--- config.mk ---
export PLATFORM = sky130hd
export DESIGN_NAME = ovnh_front
export DESIGN_NICKNAME = d
export VERILOG_FILES = /design/src/hdl/ovnh_pkg.sv /design/src/hdl/ovnh_front.sv
export SDC_FILE = /design/constraint.sdc
export NUM_CORES = 1
export LEC_CHECK = 0
export BUFFER_PORTS_ARGS = -buffer_cell sky130_fd_sc_hd__buf_2
export CAP_MARGIN = 40
export CORE_MARGIN = 8
export CORE_UTILIZATION = 56
export DETAILED_ROUTE_END_ITERATION = 8
export PLACE_DENSITY = 0.86
export SYNTH_ARGS = -nofsm -noshare
export SYNTH_HDL_FRONTEND = slang
export SYNTH_SLANG_ARGS = --single-unit
--- constraint.sdc ---
create_clock -name clk -period 9.25 [get_ports clk]
set_clock_uncertainty 0.15 [all_clocks]
set_input_delay 1.85 -clock clk [delete_from_list [all_inputs] [get_ports clk]]
set_output_delay 1.85 -clock clk [all_outputs]
set_load 0.01 [all_outputs]
--- src/hdl/ovnh_pkg.sv ---
package ovnh_pkg;

	// Seed grid geometry. The grid is square and a power of two wide.
	localparam int GRID_LOG2  = 8;
	localparam int GRID_WIDTH = 1 << GRID_LOG2;
	localparam int GRID_DEPTH = GRID_WIDTH * GRID_WIDTH;
	localparam int ADDR_W     = 2 * GRID_LOG2;

	// Field widths on the ports.
	localparam int SEED_W    = 16;
	localparam int INDEX_W   = 16;
	localparam int POINT_W   = 8;
	localparam int HEIGHT_W  = 8;
	localparam int KCNT_W    = 4;
	localparam int S_TDATA_W = 48;
	localparam int M_TDATA_W = 24;

	// Octave index and datapath widths.
	localparam int OCT_W  = $clog2(GRID_LOG2);
	localparam int WGT_W  = 2 * GRID_LOG2 + 1;
	localparam int NUM_W  = 2 * GRID_LOG2 + SEED_W;
	localparam int ACC_W  = SEED_W + GRID_LOG2;
	localparam int DIV_W  = GRID_LOG2;

	// Configuration port.
	localparam int CFG_IDX_W  = 2;
	localparam int CFG_DATA_W = 8;
	localparam logic [CFG_IDX_W-1:0] CFG_OCTAVE_COUNT = 2'd0;
	localparam logic [CFG_IDX_W-1:0] CFG_MIN_HEIGHT   = 2'd1;
	localparam logic [CFG_IDX_W-1:0] CFG_MAX_HEIGHT   = 2'd2;

	typedef enum logic {
		CMD_WRITE = 1'b0,
		CMD_QUERY = 1'b1
	} cmd_t;

	// One classified item as it waits between the front and the back.
	typedef struct packed {
		cmd_t                 cmd;
		logic [ADDR_W-1:0]    addr;
		logic [SEED_W-1:0]    value;
		logic [GRID_LOG2-1:0] col;
		logic [GRID_LOG2-1:0] row;
	} job_t;

	typedef struct packed {
		logic [KCNT_W-1:0]   octaves;
		logic [HEIGHT_W-1:0] min_height;
		logic [HEIGHT_W-1:0] max_height;
	} cfg_t;

endpackage

--- src/hdl/ovnh_front.sv ---
module ovnh_front (
	input  logic                            clk,
	input  logic                            arst_n,
	input  logic                            s_tvalid,
	output logic                            s_tready,
	input  logic [ovnh_pkg::S_TDATA_W-1:0]  s_tdata,
	input  logic                            s_tuser,
	output logic                            job_valid,
	output ovnh_pkg::job_t                  job,
	input  logic                            job_pop
);
	import ovnh_pkg::*;

	localparam int DEPTH = 2;
	localparam int PTR_W = $clog2(DEPTH);
	localparam int CNT_W = $clog2(DEPTH + 1);

	logic [INDEX_W-1:0] seed_index;
	logic [SEED_W-1:0]  seed_value;
	logic [POINT_W-1:0] point_x;
	logic [POINT_W-1:0] point_y;
	logic               index_ok;
	logic               keep;
	logic               push;
	job_t               job_in;

	job_t               slot_q [DEPTH];
	logic [PTR_W-1:0]   wr_ptr_q;
	logic [PTR_W-1:0]   rd_ptr_q;
	logic [CNT_W-1:0]   cnt_q;

	assign seed_index = s_tdata[15:0];
	assign seed_value = s_tdata[31:16];
	assign point_x    = s_tdata[39:32];
	assign point_y    = s_tdata[47:40];

	// A write outside the grid has no effect, so it is dropped here.
	assign index_ok = ((32'(seed_index) >> ADDR_W) == 32'd0);

	always_comb begin
		job_in.cmd   = cmd_t'(s_tuser);
		job_in.addr  = ADDR_W'(seed_index);
		job_in.value = seed_value;
		job_in.col   = GRID_LOG2'(point_x);
		job_in.row   = GRID_LOG2'(point_y);
	end

	assign keep     = (job_in.cmd == CMD_QUERY) || index_ok;
	assign s_tready = (cnt_q != CNT_W'(DEPTH));
	assign push     = s_tvalid && s_tready && keep;

	assign job_valid = (cnt_q != '0);
	assign job       = slot_q[rd_ptr_q];

	always_ff @(posedge clk or negedge arst_n) begin
		if (!arst_n) begin
			wr_ptr_q <= '0;
			rd_ptr_q <= '0;
			cnt_q    <= '0;
		end else begin
			if (push) begin
				wr_ptr_q <= wr_ptr_q + 1'b1;
			end
			if (job_pop) begin
				rd_ptr_q <= rd_ptr_q + 1'b1;
			end
			if (push && !job_pop) begin
				cnt_q <= cnt_q + 1'b1;
			end else if (!push && job_pop) begin
				cnt_q <= cnt_q - 1'b1;
			end
		end
	end

	always_ff @(posedge clk) begin
		if (push) begin
			slot_q[wr_ptr_q] <= job_in;
		end
	end

	a_cnt_bound: assert property (@(posedge clk) disable iff (!arst_n)
		(cnt_q <= CNT_W'(DEPTH)) && !(job_pop && cnt_q == '0))
		else $error("item queue count out of range");

endmodule

[Word level (Yosys, flattened, before mapping)]
Memory sizes are Yosys's and may differ from the RTL's.
Cells that the tools add are included.
Storage, ports and cells
  register bits after elaboration: 4
  bits in writable memories: 98
  input bits: 53
  output and inout port bits: 51
  word-level logic and storage cells: 20
  memories kept: 1
Memory list
  slot_q: depth 2, bits a word 49, read ports 1, clocked after Yosys merged registers in 0, write ports 1, line ovnh_front.sv:27  | job_t slot_q [DEPTH];
Operators by class
  add/sub/neg operators: 4
  eq/ne operators: 1
  multiplexer cells: 4
  reductions and logical operators: 7
Operators with widths (count)
  $mux W2: 2
  $reduce_bool A2 Y1: 2
  $logic_and A1 B1 Y1: 3
  $add A1 B1 Y1 const B: 2
  $add A2 B1 Y2 const B: 1
  $logic_not A1 Y1: 2
  $mux W1: 2
  $ne A2 B2 Y1 const B: 1
  $sub A2 B1 Y2 const B: 1

[Longest topological paths before layout]
  depth after elaboration: 6
  depth in mapped cells: 7
  mapped depth without buffers: 7

[Worst setup path after synthesis]
Ideal clock, no wire load.
  path type: input -> register
  from: input port s_tvalid
  to: memory slot_q[0][0] (netlist name), enable pin
  library setup time: 0.456 ns
  arrival time: 3.998 ns
  required time: 8.644 ns
  path slack: 4.646 ns
  cell stages on the path: 2
  buffers on the path: 0
  path through: nand2_1 nor2_1
Between the ends
  longest elaborated chain between the ends: 3
Ends and longest elaborated chain
  start, declared: line ovnh_front.sv:4  | input logic s_tvalid,
  $logic_and A1 B1 Y1: line ovnh_front.sv:50  | assign push = s_tvalid && s_tready && keep;
  $mux W1: line ovnh_front.sv:76  | if (push) begin
  $mux W1 (implied by the code): line ovnh_front.sv:77  | slot_q[wr_ptr_q] <= job_in;
  end, declared: line ovnh_front.sv:27
No other way between the ends.

==> impl_metrics.prom <==
# TYPE chip_impl_metric gauge
chip_impl_info{name="hold_path.class",value="flop to flop"} 1
chip_impl_metric{name="routabilityCongestion",unit=""} 0.665
chip_impl_metric{name="h-tree-depth",unit=""} 3
chip_impl_info{name="worst_setup_path_end_kind",value="output port"} 1
chip_impl_metric{name="grt_pass1_vias",unit=""} 2067
chip_impl_metric{name="layout.nets",unit=""} 336
chip_impl_metric{name="synth-seq-area-share",unit="%"} 76.4
chip_impl_metric{name="vias_per_cell",unit=""} 4.95
chip_impl_metric{name="netlist.area_leader.share",unit="%"} 73.9
chip_impl_info{name="crit_path_cell_trace",value="buf_4, mux2_4, buf_2"} 1
chip_impl_metric{name="wirelength",unit="mm"} 6.80
chip_impl_info{name="critPathKind",value="flop to output port"} 1
chip_impl_metric{name="core_region_area",unit="µm²"} 6830
chip_impl_metric{name="postRouteAntennaNets",unit=""} 0
chip_impl_metric{name="finalSetupViolations",unit=""} 0
chip_impl_metric{name="synthArstFlopShare",unit="%"} 3.92
chip_impl_metric{name="global_route.overflow_total",unit=""} 0
chip_impl_metric{name="post-cts-setup-buffer-count",unit=""} 0
chip_impl_metric{name="drt_first_pass_iters",unit=""} 4
chip_impl_metric{name="pwr_density_cell",unit="nW/µm²"} 306
chip_impl_metric{name="antenna-diode-count",unit=""} 0
chip_impl_info{name="critPathTopFamily",value="buffers and inverters"} 1
chip_impl_metric{name="avgSynthCellArea",unit="µm²"} 23.3
chip_impl_metric{name="post_synth_instance_area",unit="µm²"} 3980
chip_impl_metric{name="final.period_utilization",unit="%"} 45.1
chip_impl_metric{name="placed_cell_area",unit="µm²"} 4550
chip_impl_metric{name="timing_hold_violations_final",unit=""} 0
chip_impl_metric{name="final_util",unit="%"} 69.6
chip_impl_metric{name="max-cap-violations",unit=""} 0
chip_impl_info{name="cts_root_buf",value="sky130_fd_sc_hd__clkbuf_8"} 1
chip_impl_info{name="synth_flop_cell",value="sky130_fd_sc_hd__edfxtp_1"} 1
chip_impl_metric{name="clk-insertion-delay-late",unit="ns"} 0.34
chip_impl_metric{name="num_io_pins",unit=""} 104
chip_impl_metric{name="synthesis.instances",unit=""} 171
chip_impl_metric{name="clk_pin_slew_worst_setup_hold_paths",unit="ns"} 0.08
chip_impl_metric{name="timing.setup.tns",unit="ns"} 0
chip_impl_info{name="cts_tree",value="done"} 1
chip_impl_metric{name="gr-usage-all-layers",unit="%"} 13.6
chip_impl_metric{name="synth-seq-cells",unit=""} 102
chip_impl_metric{name="grt_antenna_before_repair",unit=""} 0
chip_impl_metric{name="synth_enable_flop_cells",unit=""} 98
chip_impl_metric{name="dieHeight",unit="µm"} 100
chip_impl_info{name="synthTopCellsByArea",value="sky130_fd_sc_hd__edfxtp_1 74%, sky130_fd_sc_hd__mux2_4 18%, sky130_fd_sc_hd__buf_12 2.5%, sky130_fd_sc_hd__dfrtp_1 2.5%, sky130_fd_sc_hd__xor2_1 0.66%"} 1
chip_impl_metric{name="dpl.cell_count",unit=""} 367
chip_impl_metric{name="cts_made_buffers",unit=""} 9
chip_impl_info{name="status",value="complete, no violations"} 1
chip_impl_info{name="synth_top_cell_by_area",value="sky130_fd_sc_hd__edfxtp_1"} 1
chip_impl_metric{name="cts_hold_repair.buffers",unit=""} 0
chip_impl_metric{name="syn-num-nets",unit=""} 225
chip_impl_metric{name="place.port_buffers",unit=""} 103
chip_impl_info{name="worstSetupStartpointType",value="flop"} 1
chip_impl_metric{name="routedLengthMet1",unit="mm"} 2.61
chip_impl_metric{name="fp.dieW",unit="µm"} 100
chip_impl_metric{name="detailroute.wirelength.met2",unit="mm"} 3.63
chip_impl_metric{name="critPathBufInv",unit=""} 2
chip_impl_metric{name="final_cell_count_no_fill",unit=""} 382
chip_impl_metric{name="post-route-drc-count",unit=""} 0
chip_impl_info{name="topRoutingLayerUsed",value="met4"} 1
chip_impl_metric{name="worst_ep_arrival_time",unit="ns"} 2.17
chip_impl_info{name="rsz0062_at_grt",value="false"} 1
chip_impl_metric{name="die_area",unit="µm²"} 10100
chip_impl_metric{name="grt_first_pass_wirelength",unit="mm"} 10.4
chip_impl_metric{name="pleak",unit="nW"} 1.94
chip_impl_metric{name="grt_start_max_net_pins",unit=""} 50
chip_impl_metric{name="largest_stage_delay_worst_path",unit="ns"} 0.69
chip_impl_metric{name="final_min_period",unit="ns"} 4.17
chip_impl_metric{name="cts-root-to-sink-buffers",unit=""} 2
chip_impl_metric{name="drive_gt1_share",unit="%"} 60.1
chip_impl_metric{name="start_util",unit="%"} 58.3
chip_impl_info{name="ys_top_cells_by_count",value="98 x sky130_fd_sc_hd__edfxtp_1, 49 x sky130_fd_sc_hd__mux2_4, 5 x sky130_fd_sc_hd__buf_12"} 1
chip_impl_metric{name="max_freq",unit="MHz"} 240
chip_impl_metric{name="post-route-cell-area",unit="µm²"} 4760
chip_impl_metric{name="timing.critical_path.fanout_max",unit=""} 34
chip_impl_metric{name="wl_per_cell",unit="µm"} 17.8
chip_impl_metric{name="post_cts_resize_count",unit=""} 0
chip_impl_metric{name="drt_first_iter_violations",unit=""} 51
chip_impl_info{name="yosys.cell_count.top_type",value="sky130_fd_sc_hd__edfxtp_1"} 1
chip_impl_metric{name="peak_supply_drop",unit="mV"} 0.161
chip_impl_metric{name="worstMarginPinSlew",unit="ns"} 0.658
chip_impl_info{name="critical_path.slowest_cell",value="sky130_fd_sc_hd__dfrtp_2"} 1
chip_impl_metric{name="area_growth",unit="%"} 19.4
chip_impl_metric{name="yosys_warnings",unit=""} 0
chip_impl_metric{name="row_count",unit=""} 30
chip_impl_metric{name="numClockSinks",unit=""} 102
chip_impl_metric{name="dp.final_hpwl",unit="mm"} 4.75
chip_impl_metric{name="route.met3.wl",unit="µm"} 382
chip_impl_metric{name="ys_types",unit=""} 14
chip_impl_metric{name="required",unit="ns"} 7.25
chip_impl_metric{name="vias",unit=""} 1889
chip_impl_metric{name="timing.final.max_slew_violations",unit=""} 0
chip_impl_metric{name="max-slew-margin-rel",unit="%"} 56.2
==> final timing paths <==
check / from / to / slack, ns / depth (start not counted)
worst min-delay path: cnt_q[1] / cnt_q[1] / 0.36 / 1
min in group asynchronous: arst_n / cnt_q[0] / 1.15 / 1
worst max register to register: cnt_q[0] / slot_q[0][35] / 7.27 / 4
max in group asynchronous: arst_n / rd_ptr_q / 7.66 / 1
worst max-delay path: rd_ptr_q / job[42] / 5.08 / 3
worst min register to register: cnt_q[1] / cnt_q[1] / 0.36 / 1
==> cells in the final DEF (no fill, tap or decap), types with 2 or more instances in the layout <==
master                      Yosys  routed
sky130_fd_sc_hd__inv_1          2       2
sky130_fd_sc_hd__buf_4          0       2
sky130_fd_sc_hd__buf_2          0     103
sky130_fd_sc_hd__bufinv_16      0       2
sky130_fd_sc_hd__xor2_1         3       3
sky130_fd_sc_hd__xnor2_1        2       2
sky130_fd_sc_hd__edfxtp_1      98      98
sky130_fd_sc_hd__clkbuf_8       0       9
sky130_fd_sc_hd__dfrtp_1        4       3
sky130_fd_sc_hd__mux2_4        49      49
sky130_fd_sc_hd__clkbuf_1       0       2
==> worst reg2reg max path, stage by stage, from the launching register on <==
cell,delay [ns]
sky130_fd_sc_hd__dfrtp_1,0.43
sky130_fd_sc_hd__nand2b_1,0.22
sky130_fd_sc_hd__nand2_1,0.15
sky130_fd_sc_hd__nor2_4,0.10
sky130_fd_sc_hd__buf_4,0.54
==> power by group <==
group	internal (mW)	switching, mW
combinational	0.258	0.231
clock	0.151	0.133
sequential	0.632	0.0493
==> cells by family (layout without fill, tap and decap cells) <==
| family | after synthesis | count (layout) | synth area share (%) |
|---|---|---|---|
| AND/OR/NAND/NOR | 6 | 6 | 0.754 |
| multiplexers | 49 | 49 | 18.5 |
| flip-flops | 102 | 102 | 76.4 |
| adder cells (fa/ha/maj) | 1 | 1 | 0.314 |
| buffers and inverters | 8 | 123 | 2.98 |
| XOR/XNOR | 5 | 5 | 1.10 |
==> layer usage <==
layer | vias to the layer above | global-route usage (%)
li1 | 883 | -
met1 | 933 | 13.9
met2 | 60 | 24.5
met3 | 13 | 4.01
met4 | 0 | 7.44
met5 | - | 0
==> state kept, by name, summed over array words and instances (netlist names) <==
| name | flops |
|---|---|
| slot_q | 98 |
| cnt_q | 2 |
| rd_ptr_q | 1 |
| wr_ptr_q | 1 |
==> final cells by class <==
class	count	area [µm²]
Inverter	2	7.51
Multi-Input combinational cell	61	831
Sequential cell	102	3040
Clock inverter	4	72.6
Clock buffer	11	131
Tap cell	96	120
Timing Repair Buffer	106	551
Fill cell	485	2070
==> stage by stage <==
| stage | total power, mW | hold WS (ns) | setup slack (ns) |
|---|---|---|---|
| 3_5_place_dp | 1.19 | 0.325 | 5.42 |
| 3_3_place_gp | 1.18 | 0.321 | 5.40 |
| 2_1_floorplan | 1.07 | 0.306 | 4.65 |
| 4_1_cts | 1.48 | 0.359 | 5.04 |
| 5_1_grt | 1.52 | 0.371 | 4.96 |
| 6_report | 1.45 | 0.360 | 5.08 |
No activity file was read; power rests on OpenSTA's default activity.
